[src/rtl/vna_pkg.sv]
// shared types, constants and helpers of the vertex normal accumulator
package vna_pkg;

    localparam int COORD_W = 16;
    localparam int IDX_W   = 10;
    localparam int CR_W    = 36;
    localparam int NRM_W   = 16;
    localparam int ACC_W   = 24;
    localparam int Q14_ONE = 16384;

    typedef enum logic [1:0] {
        CMD_WRITE = 2'd0,
        CMD_TRI   = 2'd1,
        CMD_READ  = 2'd2,
        CMD_NONE  = 2'd3
    } t_cmd;

    typedef logic signed [COORD_W-1:0] t_coord;
    typedef logic signed [CR_W-1:0]    t_cr;
    typedef logic signed [NRM_W-1:0]   t_nrm;

    typedef struct packed {
        logic done;
        logic degen;
    } t_norm_stat;

    // operand lanes of the k-th cross product term: {edge ab lane, edge ac lane}
    function automatic logic [3:0] cross_ops(input logic [2:0] k);
        logic [3:0] ops;
        case (k)
            3'd0:    ops = {2'd1, 2'd2};
            3'd1:    ops = {2'd2, 2'd1};
            3'd2:    ops = {2'd2, 2'd0};
            3'd3:    ops = {2'd0, 2'd2};
            3'd4:    ops = {2'd0, 2'd1};
            3'd5:    ops = {2'd1, 2'd0};
            default: ops = {2'd0, 2'd0};
        endcase
        return ops;
    endfunction

endpackage

[src/rtl/vna_cross.sv]
// cross product of the two triangle edges over one shared multiplier
module vna_cross (
    input  logic           i_clk,
    input  logic           i_rst_n,
    input  logic           i_start,
    input  vna_pkg::t_coord i_a [3],
    input  vna_pkg::t_coord i_b [3],
    input  vna_pkg::t_coord i_c [3],
    output vna_pkg::t_cr   o_cr [3],
    output logic           o_done
);
    import vna_pkg::*;

    logic signed [COORD_W:0]     r_ab [3];
    logic signed [COORD_W:0]     r_ac [3];
    logic signed [2*COORD_W+1:0] r_prod;
    t_cr                         r_cr [3];
    logic [2:0]                  r_k;
    logic                        r_busy;
    logic                        r_done;

    logic [3:0] ops;
    logic [2:0] km1;
    logic [1:0] lane;

    assign ops  = cross_ops(r_k);
    assign km1  = r_k - 3'd1;
    assign lane = km1[2:1];

    always_ff @(posedge i_clk) begin
        if (!i_rst_n) begin
            r_busy <= 1'b0;
            r_done <= 1'b0;
            r_k    <= '0;
        end else begin
            r_done <= 1'b0;
            if (i_start) begin
                for (int i = 0; i < 3; i++) begin
                    r_ab[i] <= {i_b[i][COORD_W-1], i_b[i]} - {i_a[i][COORD_W-1], i_a[i]};
                    r_ac[i] <= {i_c[i][COORD_W-1], i_c[i]} - {i_a[i][COORD_W-1], i_a[i]};
                    r_cr[i] <= '0;
                end
                r_k    <= '0;
                r_busy <= 1'b1;
            end else if (r_busy) begin
                if (r_k != 3'd6) begin
                    r_prod <= r_ab[ops[3:2]] * r_ac[ops[1:0]];
                end
                // odd steps add the first term of a lane, even steps subtract the second
                if (r_k != 3'd0) begin
                    if (r_k[0]) begin
                        r_cr[lane] <= r_cr[lane] + CR_W'(r_prod);
                    end else begin
                        r_cr[lane] <= r_cr[lane] - CR_W'(r_prod);
                    end
                end
                r_k <= r_k + 3'd1;
                if (r_k == 3'd6) begin
                    r_busy <= 1'b0;
                    r_done <= 1'b1;
                end
            end
        end
    end

    assign o_cr   = r_cr;
    assign o_done = r_done;

endmodule

[config.mk]
export PLATFORM = sky130hd
export DESIGN_NAME = vna_cross
export DESIGN_NICKNAME = d
export VERILOG_FILES = /design/src/rtl/vna_pkg.sv /design/src/rtl/vna_cross.sv
export SDC_FILE = /design/constraint.sdc
export NUM_CORES = 2
export LEC_CHECK = 0
export BUFFER_PORTS_ARGS = -buffer_cell sky130_fd_sc_hd__buf_2
export CAP_MARGIN = 20
export CELL_PAD_IN_SITES_DETAIL_PLACEMENT = 1
export CELL_PAD_IN_SITES_GLOBAL_PLACEMENT = 1
export CORE_ASPECT_RATIO = 0.6
export CORE_UTILIZATION = 52
export DETAILED_ROUTE_END_ITERATION = 12
export GPL_TIMING_DRIVEN = 0
export MAX_ROUTING_LAYER = met4
export PLACE_DENSITY_LB_ADDON = 0.1
export SYNTH_ARGS = -nofsm -noshare
export SYNTH_HDL_FRONTEND = slang
export SYNTH_SLANG_ARGS = --single-unit
[constraint.sdc]
create_clock -name i_clk -period 17.31 [get_ports i_clk]
set_input_delay 0.8655 -clock i_clk [delete_from_list [all_inputs] [get_ports i_clk]]
set_output_delay 0.8655 -clock i_clk [all_outputs]
set_load 0.01 [all_outputs]
==> run metrics <==
status=completed; first-pass GRT wire length=between 150000 and 200000 um; Max clock buf depth=3; Rows=66; Max Cap Viol=0; ys flop type=edfxtp_1; final instance area=between 30000 and 40000 sq um; Initial Utilization=0.534; #FFs+latches synth=~250; synthesized instance count=around 3300; Syn Nets=4000; Reg area=~7400 sq um; Critical Path Start Type=flip-flop; gr usage total=0.468; insertion delay of the later-clocked pin in the worst-skew pair=between 600 and 700 ps; fin worst setup slack=a little under 5000 ps; area leader, netlist=edfxtp_1; CTS resizes=0; CTS tree=built; top-area cell type share of the netlist area=0.250; CP max stage cell=clkinv_1; r2r setup slk=between 4000 and 5000 ps; GR Overflow Total=0; crit path DAT=approximately 13000 ps; vias post-DR=approximately 28000; filler cell count=~6400; CP dominant cell by count=fa_1; post-CTS setup repair buffer count=0; # DRC=0; clk slew on worst S/H paths=70 ps; relative slew slack=0.127; synth unique cells=~80; core box area=about 55000 sq um; area of the multi-input gates=slightly below 20000 sq um; commonest cells in the netlist=493 x inv_1, 434 x nand2_1, 407 x nor2_1; register area share after synthesis=0.253; TritonCTS buffer count=29; Die ar.=~57000 sq um; Post-synth EDFFs=244; post-placement cell area=between 30000 and 40000 sq um; final hold violation count=0; Total Wirelength=around 130000 um; Root Buffer=clkbuf_16; RSZ-0062 raised after global routing=false; Min-Delay Path Class=in2reg; layout net count=between 4000 and 5000; port bufs=about 250; routed len/inst=29.9 um; share of layout cells above drive strength 1=0.108; post-route ant nets=0; # H-tree levels=1; Avg Inst Size Synth=8.91 sq um; crit end category=flip-flop; DR vias/cell=approximately 6.5; hold_buf cts=0; vias in the first global route=about 30000; Top-Level Pins=between 200 and 300; worst hold slack=between 500 and 600 ps; largest cells by area after synthesis=edfxtp_1 25%, fa_1 21%, ha_1 11%, inv_1 6.3%, nand2_1 5.6%; CP Data Required Time=around 18000 ps; CTS Sinks=roughly 250; die height=186 um; period utilization=0.715; gpl congestion=roughly 0.99; Max FO, Critical Path=12; pin count of the biggest net entering global routing=73; Final Setup Violations=0; antenna violations before repair=1; DP HPWL=between 100000 and 150000 um; first drt pass iteration count=8; die width=a little over 300 um; f_max=around 0.081 GHz; count leader, synth=inv_1; crit path kind=reg2reg; slowest stage delay, CP=around 730 ps; area grow syn2layout=11.8%; Post-synth ARST share=0; post-place setup slack=~5400 ps; slew at the pin closest to its max-slew limit=1310 ps; Post-Syn Area=29300 sq um; synth warn=0; Clock Skew=between 20 and 30 ps; Iter 0 DRT Violations=~3700; final-report max-slew violation count=0; Setup TNS=0 ps; Tmin final=~12000 ps
flip-flops by register name (all words and copies together) (netlist names):
register  cells
o_cr        108
r_prod       34
r_busy        1
r_ab         51
r_k           3
o_done        1
r_ac         51
stage by stage:
stage          utilization  cells
2_1_floorplan            -   3292
4_1_cts              0.596   4361
5_1_grt              0.597   4371
6_report             0.597   4372
3_3_place_gp         0.574   4294
3_5_place_dp         0.578   4308
final timing paths:
path,startpoint,endpoint,cells after the start
max,r_k[0],r_prod[33],35
max reg2reg,r_k[0],r_prod[33],35
min,i_rst_n,r_busy,2
min reg2reg,r_k[1],r_k[1],2
layout make-up:
class / count / area share
Multi-Input combinational cell: 2422 / 0.596
Sequential cell: 249 / 0.226
Inverter: 496 / 0.0568
Timing Repair Buffer: 277 / 0.0468
Tap cell: 748 / 0.0285
Clock buffer: 31 / 0.0224
Buffer: 125 / 0.0154
Clock inverter: 22 / 0.00725
Antenna cell: 2 / 0.000153
kinds of logic after synthesis:
logic type      after synthesis  share of synthesized area
simple gates               1052                      0.151
compound gates              633                      0.143
buf+inv                     621                     0.0807
fa+ha+maj                   561                      0.317
flops                       249                      0.253
xor+xnor                    130                     0.0393
mux                          46                     0.0157
layout by cell type (no fill, tap or decap), types with 27 or more instances in the layout:
cell type	netlist	final
mux2i_1	45	44
a21oi_1	162	162
nor2_1	407	406
nor2b_1	36	36
nor3_1	30	30
nand2b_1	32	32
ha_1	257	257
clkbuf_16	0	29
o21a_1	28	27
nand2_1	434	434
buf_2	19	274
inv_1	493	493
clkbuf_1	92	94
o21ai_0	134	132
edfxtp_1	244	244
a211oi_1	81	81
xnor2_1	109	109
nand3_1	45	45
fa_1	304	304
a21o_1	53	53
per-layer routing:
layer,wire length (um),GRT usage,up-vias
met3,17500,0.165,543
met5,0,-,-
met4,6050,0.184,0
met1,53700,0.622,14200
met2,53500,0.648,2174
li1,-,-,11500
critical path: cells and delay by family, from the launching register on:
family	cells	cell delay, ps
XOR/XNOR	1	160
buffers and inverters	11	3520
flip-flops	1	670
AND/OR/NAND/NOR	8	1740
adder cells (fa/ha/maj)	8	3720
AO/OA/AOI/OAI	7	2240
Power is not shown: default switching activity piles up to over one toggle a cycle in this logic, so the estimate is an artifact.
