File: config.mk
export PLATFORM = sky130hd
export DESIGN_NAME = vna_norm
export DESIGN_NICKNAME = d
export VERILOG_FILES = /design/src/rtl/vna_pkg.sv /design/src/rtl/vna_norm.sv
export SDC_FILE = /design/constraint.sdc
export NUM_CORES = 2
export LEC_CHECK = 0
export BUFFER_PORTS_ARGS = -buffer_cell sky130_fd_sc_hd__buf_2
export CELL_PAD_IN_SITES_DETAIL_PLACEMENT = 1
export CELL_PAD_IN_SITES_GLOBAL_PLACEMENT = 1
export CORE_MARGIN = 2
export CORE_UTILIZATION = 45
export CTS_CLUSTER_SIZE = 40
export DETAILED_ROUTE_END_ITERATION = 12
export PLACE_DENSITY_LB_ADDON = 0.25
export SYNTH_ARGS = -nofsm -noshare
export SYNTH_HDL_FRONTEND = slang
export SYNTH_SLANG_ARGS = --single-unit
File: constraint.sdc
create_clock -name i_clk -period 13.6 [get_ports i_clk]
set_clock_uncertainty 0.1 [all_clocks]
set_input_delay 2.72 -clock i_clk [delete_from_list [all_inputs] [get_ports i_clk]]
set_output_delay 2.72 -clock i_clk [all_outputs]
set_load 0.02 [all_outputs]
File: src/rtl/vna_pkg.sv
// shared types, constants and helpers of the vertex normal accumulator
package vna_pkg;

    localparam int COORD_W = 16;
    localparam int IDX_W   = 10;
    localparam int CR_W    = 36;
    localparam int NRM_W   = 16;
    localparam int ACC_W   = 24;
    localparam int Q14_ONE = 16384;

    typedef enum logic [1:0] {
        CMD_WRITE = 2'd0,
        CMD_TRI   = 2'd1,
        CMD_READ  = 2'd2,
        CMD_NONE  = 2'd3
    } t_cmd;

    typedef logic signed [COORD_W-1:0] t_coord;
    typedef logic signed [CR_W-1:0]    t_cr;
    typedef logic signed [NRM_W-1:0]   t_nrm;

    typedef struct packed {
        logic done;
        logic degen;
    } t_norm_stat;

    // operand lanes of the k-th cross product term: {edge ab lane, edge ac lane}
    function automatic logic [3:0] cross_ops(input logic [2:0] k);
        logic [3:0] ops;
        case (k)
            3'd0:    ops = {2'd1, 2'd2};
            3'd1:    ops = {2'd2, 2'd1};
            3'd2:    ops = {2'd2, 2'd0};
            3'd3:    ops = {2'd0, 2'd2};
            3'd4:    ops = {2'd0, 2'd1};
            3'd5:    ops = {2'd1, 2'd0};
            default: ops = {2'd0, 2'd0};
        endcase
        return ops;
    endfunction

endpackage

File: src/rtl/vna_norm.sv
// iterative scaling of a vector to unit length in q1.14
module vna_norm (
    input  logic                i_clk,
    input  logic                i_rst_n,
    input  logic                i_start,
    input  vna_pkg::t_cr        i_v [3],
    output vna_pkg::t_nrm       o_n [3],
    output vna_pkg::t_norm_stat o_stat
);
    import vna_pkg::*;

    typedef enum logic [6:0] {
        S_IDLE  = 7'b0000001,
        S_SHIFT = 7'b0000010,
        S_SQ    = 7'b0000100,
        S_ROOT  = 7'b0001000,
        S_DSET  = 7'b0010000,
        S_DIV   = 7'b0100000,
        S_DONE  = 7'b1000000
    } t_state;

    localparam logic [CR_W-1:0] MAG_HI = CR_W'(64'h4000_0000);
    localparam logic [CR_W-1:0] MAG_LO = CR_W'(64'h2000_0000);

    t_state          r_state;
    logic [CR_W-1:0] r_mag [3];
    logic [2:0]      r_sign;
    logic [CR_W-1:0] r_mx;
    logic [3:0]      r_cnt;
    logic [59:0]     r_prod;
    logic [61:0]     r_sum;
    logic [61:0]     r_x;
    logic [62:0]     r_bit;
    logic [62:0]     r_res;
    logic [45:0]     r_rem [3];
    logic [44:0]     r_d;
    logic [14:0]     r_q [3];
    t_nrm            r_n [3];
    t_norm_stat      r_stat;

    logic [CR_W-1:0] in_mag [3];
    logic [CR_W-1:0] in_mx;
    logic [29:0]     sq_op;
    logic [59:0]     sq;
    logic [63:0]     trial;
    logic [30:0]     len;
    logic [14:0]     qc [3];

    always_comb begin
        for (int i = 0; i < 3; i++) begin
            in_mag[i] = i_v[i][CR_W-1] ? CR_W'(-i_v[i]) : CR_W'(i_v[i]);
        end
        in_mx = in_mag[0];
        if (in_mag[1] > in_mx) in_mx = in_mag[1];
        if (in_mag[2] > in_mx) in_mx = in_mag[2];
        sq_op = r_mag[r_cnt[1:0]][29:0];
        sq    = sq_op * sq_op;
        trial = {1'b0, r_res} + {1'b0, r_bit};
        len   = r_res[30:0];
        for (int i = 0; i < 3; i++) begin
            qc[i] = (r_q[i] > 15'(Q14_ONE)) ? 15'(Q14_ONE) : r_q[i];
        end
    end

    always_ff @(posedge i_clk) begin
        if (!i_rst_n) begin
            r_state <= S_IDLE;
            r_stat  <= '0;
            r_cnt   <= '0;
        end else begin
            r_stat.done <= 1'b0;
            unique case (r_state)
                S_IDLE: begin
                    if (i_start) begin
                        for (int i = 0; i < 3; i++) begin
                            r_mag[i]  <= in_mag[i];
                            r_sign[i] <= i_v[i][CR_W-1];
                        end
                        r_mx <= in_mx;
                        if (in_mx == '0) begin
                            for (int i = 0; i < 3; i++) r_n[i] <= '0;
                            r_stat <= '{done: 1'b1, degen: 1'b1};
                        end else begin
                            r_state <= S_SHIFT;
                        end
                    end
                end
                S_SHIFT: begin
                    // bring the largest magnitude into [2^29, 2^30)
                    if (r_mx >= MAG_HI) begin
                        for (int i = 0; i < 3; i++) r_mag[i] <= r_mag[i] >> 1;
                        r_mx <= r_mx >> 1;
                    end else if (r_mx < MAG_LO) begin
                        for (int i = 0; i < 3; i++) r_mag[i] <= r_mag[i] << 1;
                        r_mx <= r_mx << 1;
                    end else begin
                        r_cnt   <= '0;
                        r_state <= S_SQ;
                    end
                end
                S_SQ: begin
                    if (r_cnt != 4'd3) r_prod <= sq;
                    if (r_cnt == 4'd0) begin
                        r_sum <= '0;
                    end else begin
                        r_sum <= r_sum + 62'(r_prod);
                    end
                    r_cnt <= r_cnt + 4'd1;
                    if (r_cnt == 4'd3) begin
                        r_x     <= r_sum + 62'(r_prod);
                        r_bit   <= 63'd1 << 62;
                        r_res   <= '0;
                        r_state <= S_ROOT;
                    end
                end
                S_ROOT: begin
                    if ({2'b00, r_x} >= trial) begin
                        r_x   <= r_x - 62'(trial);
                        r_res <= (r_res >> 1) + r_bit;
                    end else begin
                        r_res <= r_res >> 1;
                    end
                    r_bit <= r_bit >> 2;
                    if (r_bit == 63'd1) r_state <= S_DSET;
                end
                S_DSET: begin
                    for (int i = 0; i < 3; i++) begin
                        r_rem[i] <= {r_mag[i][29:0], 14'b0} + 46'(len >> 1);
                        r_q[i]   <= '0;
                    end
                    r_d     <= {len, 14'b0};
                    r_cnt   <= '0;
                    r_state <= S_DIV;
                end
                S_DIV: begin
                    // restoring division, one quotient bit per lane each cycle
                    for (int i = 0; i < 3; i++) begin
                        if (r_rem[i] >= 46'(r_d)) begin
                            r_rem[i] <= r_rem[i] - 46'(r_d);
                            r_q[i]   <= {r_q[i][13:0], 1'b1};
                        end else begin
                            r_q[i]   <= {r_q[i][13:0], 1'b0};
                        end
                    end
                    r_d   <= r_d >> 1;
                    r_cnt <= r_cnt + 4'd1;
                    if (r_cnt == 4'd14) r_state <= S_DONE;
                end
                S_DONE: begin
                    for (int i = 0; i < 3; i++) begin
                        r_n[i] <= r_sign[i] ? -NRM_W'(qc[i]) : NRM_W'(qc[i]);
                    end
                    r_stat  <= '{done: 1'b1, degen: 1'b0};
                    r_state <= S_IDLE;
                end
                default: r_state <= S_IDLE;
            endcase
        end
    end

    assign o_n    = r_n;
    assign o_stat = r_stat;

endmodule

==> impl_metrics.yaml <==
outcome:
  outcome: "finished clean"
timing:
  rsz0062_at_grt: "false"
  slew_violations: 0
  setup_viol: 0
  tightestPinTransition_ns: 1.179
  timing.final.crit_period_ns: 12.48
  post-route-period-util: 0.9173
  slew-limit-headroom: 0.2067
  fmax_ghz: 0.08016
  finalHoldViolations: 0
  tns_ns: 0
logic_synthesis:
  async_reset_ff_frac: 0
  ys_types: 93
  synthCells: 8675
  synth_compound_area_frac: 0.1528
  ys_seq_area_frac: 0.2675
  synth-warning-count: 0
  avgSynthCellArea_sq_um: 9.196
  synthSimpleGateAreaFrac: 0.1424
  synth_edf_count: 700
  synth_nets: 10190
  ys.flop_type: "edfxtp_1"
  synthMuxAreaShare: 0.02291
  synthAdderAreaFrac: 0.2867
  syn-cell-area_sq_mm: 0.07978
  synth-xor-area-share: 0.06313
  synth-seq-cells: 716
  synth_top_family_by_area: "adder cells"
final_layout:
  syn2layout_area_growth_pct: 8.306
  final_nets: 10250
  drive_gt1_frac: 0.06698
cts:
  cts.hold.buffers_added: 0
  cts_resized: 0
  numCtsBuffers: 90
  insertion_delay_ns: 0.74
  root_buffer: "clkbuf_16"
  htreeDepth: 3
  post-cts-setup-buffer-count: 0
  clkTransAtPathRegs_ns: 0.06
  clock-sinks: 716
  cts_tree: "done"
  clockBufferDepth: 3
setup_path:
  cp.arrival_ns: 12.78
  slowest_delay_ns: 0.85
  start_kind: "input pin"
  slowest_stage: "a21oi_4"
  critical_path_peak_fanout: 48
  end_kind: "flip-flop"
  path_class: "in -> reg"
  crit_top_cell: "ha_1"
  required_ns: 13.90
global_route:
  grt_max_degree: 227
  grt_overflow: 0
  grt.total_usage: 0.3081
  grt_pass1_vias: 69320
  grt_pass1_wl_mm: 427.9
  grt_antenna_before_repair: 5
run:
  drv_cap: 0
route:
  firstDrtPassIters: 5
  drt_iter0_drc: 5371
  viasPerCell: 5.928
  vias: 66090
  drc: 0
  postRouteAntennaNets: 0
  wire_per_inst_um: 25.11
  wirelength_mm: 279.9
floorplan:
  die_area_sq_mm: 0.1807
  core-area_sq_mm: 0.1761
  dieWidth_um: 425.0
  start_util: 0.4530
  num_io_pins: 161
  die_h_um: 425.0
  rows: 154
placed_design:
  place_congestion: 0.9382
  hpwl_mm: 220.1
  port_buffers: 160
min_path:
  min_path_type: "reg -> reg"
[path summary, 6_finish.rpt]
check / from / to / slack [ns] / cells after the start
max: i_v[72] / o_n[0] / 1.12 / 29
min: r_cnt[3] / r_cnt[3] / 0.39 / 1
max reg2reg: flip-flop / r_prod[58] / 2.57 / 32
min reg2reg: r_cnt[3] / r_cnt[3] / 0.39 / 1
[area by class of cell]
| class | count | area (sq um) |
|---|---|---|
| inverter | 1060 | 3980 |
| fill | 20270 | 89710 |
| tap | 2340 | 2928 |
| timing repair buffer | 275 | 1689 |
| antenna | 1 | 2.502 |
| clock inverter | 61 | 659.4 |
| multi-input combinational | 6593 | 53470 |
| sequential | 716 | 21340 |
| clock buffer | 103 | 2331 |
[synthesized netlist by cell type, types with 25 or more instances]
| cell type | n | area share |
|---|---|---|
| nor4_1 | 44 | 0.0035 |
| xnor2_1 | 277 | 0.030 |
| clkbuf_1 | 272 | 0.013 |
| o41ai_1 | 25 | 0.0027 |
| ha_1 | 695 | 0.11 |
| o21a_1 | 63 | 0.0059 |
| nor3_1 | 90 | 0.0056 |
| mux2_2 | 68 | 0.0096 |
| fa_1 | 708 | 0.18 |
| xor2_1 | 298 | 0.033 |
| nor2b_1 | 66 | 0.0052 |
| buf_1 | 26 | 0.0012 |
| mux2i_1 | 105 | 0.013 |
| o31ai_1 | 63 | 0.0059 |
| nor2_1 | 768 | 0.036 |
| edfxtp_1 | 700 | 0.26 |
| a211oi_1 | 78 | 0.0073 |
| and3_1 | 123 | 0.0096 |
| a31o_2 | 31 | 0.0034 |
| a21o_1 | 222 | 0.021 |
| a31oi_1 | 105 | 0.0082 |
| or3_1 | 57 | 0.0045 |
| and2_1 | 80 | 0.0063 |
| nand4_1 | 84 | 0.0066 |
| nand2_1 | 848 | 0.040 |
| inv_1 | 1053 | 0.050 |
| nand3_1 | 132 | 0.0083 |
| o21ai_0 | 529 | 0.033 |
| nand2b_1 | 61 | 0.0048 |
| a21oi_1 | 567 | 0.036 |
| o21bai_1 | 69 | 0.0065 |
| o211ai_1 | 33 | 0.0031 |
[per-stage QoR]
stage / cells / worst slack [ns] / area [sq um] / utilization / hold slack [ns]
floorplan: 8675 / 0.6842 / 79780 / - / 0.3493
global placement: 10980 / 0.8180 / 83410 / 0.4736 / 0.3726
detailed placement: 10980 / 0.7198 / 83410 / 0.4736 / 0.3775
CTS: 11150 / 1.500 / 86400 / 0.4906 / 0.3908
global route: 11150 / 0.8362 / 86400 / 0.4906 / 0.4324
finish: 11150 / 1.125 / 86400 / 0.4906 / 0.3884
[cell usage in the layout, fill, tap and decap left out, types with 90 or more instances in the layout]
cell       Yosys  routed
edfxtp_1     700     700
buf_4          1     113
nand3_1      132     131
mux2i_1      105     105
buf_2          4     160
clkbuf_16      0      90
xnor2_1      277     277
a31oi_1      105     104
nor2_1       768     768
ha_1         695     695
o21ai_0      529     521
inv_1       1053    1053
nor3_1        90      90
a21oi_1      567     566
and3_1       123     121
xor2_1       298     298
nand2_1      848     846
fa_1         708     708
a21o_1       222     222
[critical path, delay by kind of cell]
family,cells,cell delay [ns]
multiplexers,2,0.62
AO/OA/AOI/OAI,6,2.54
buffers and inverters,4,0.91
adder cells (fa/ha/maj),3,0.79
AND/OR/NAND/NOR,13,4.50
XOR/XNOR,1,0.59
[cells by family after synthesis]
family	after synthesis
AO/OA/AOI/OAI	1972
buffers and inverters	1366
multiplexers	174
flip-flops	716
AND/OR/NAND/NOR	2469
adder cells (fa/ha/maj)	1403
XOR/XNOR	575
[per-layer routing]
metal	global-route usage	part of all wire	vias up
li1	-	-	30060
met3	0.03240	0.058	399
met4	0.08310	0.029	2
met1	0.4350	0.45	33800
met5	0	0.000039	-
met2	0.5032	0.47	1827
[registers in the layout, indices dropped and copies added (netlist names), 32 cells and up, named ones only]
register and cells:
r_bit 32, r_prod 59, r_rem 138, r_mx 36, o_n 48, r_res 63, r_q 45, r_d 45
r_sum 62, r_mag 108, r_x 62
Power is not shown: default switching activity piles up to over one toggle a cycle in this logic, so the estimate is an artifact.
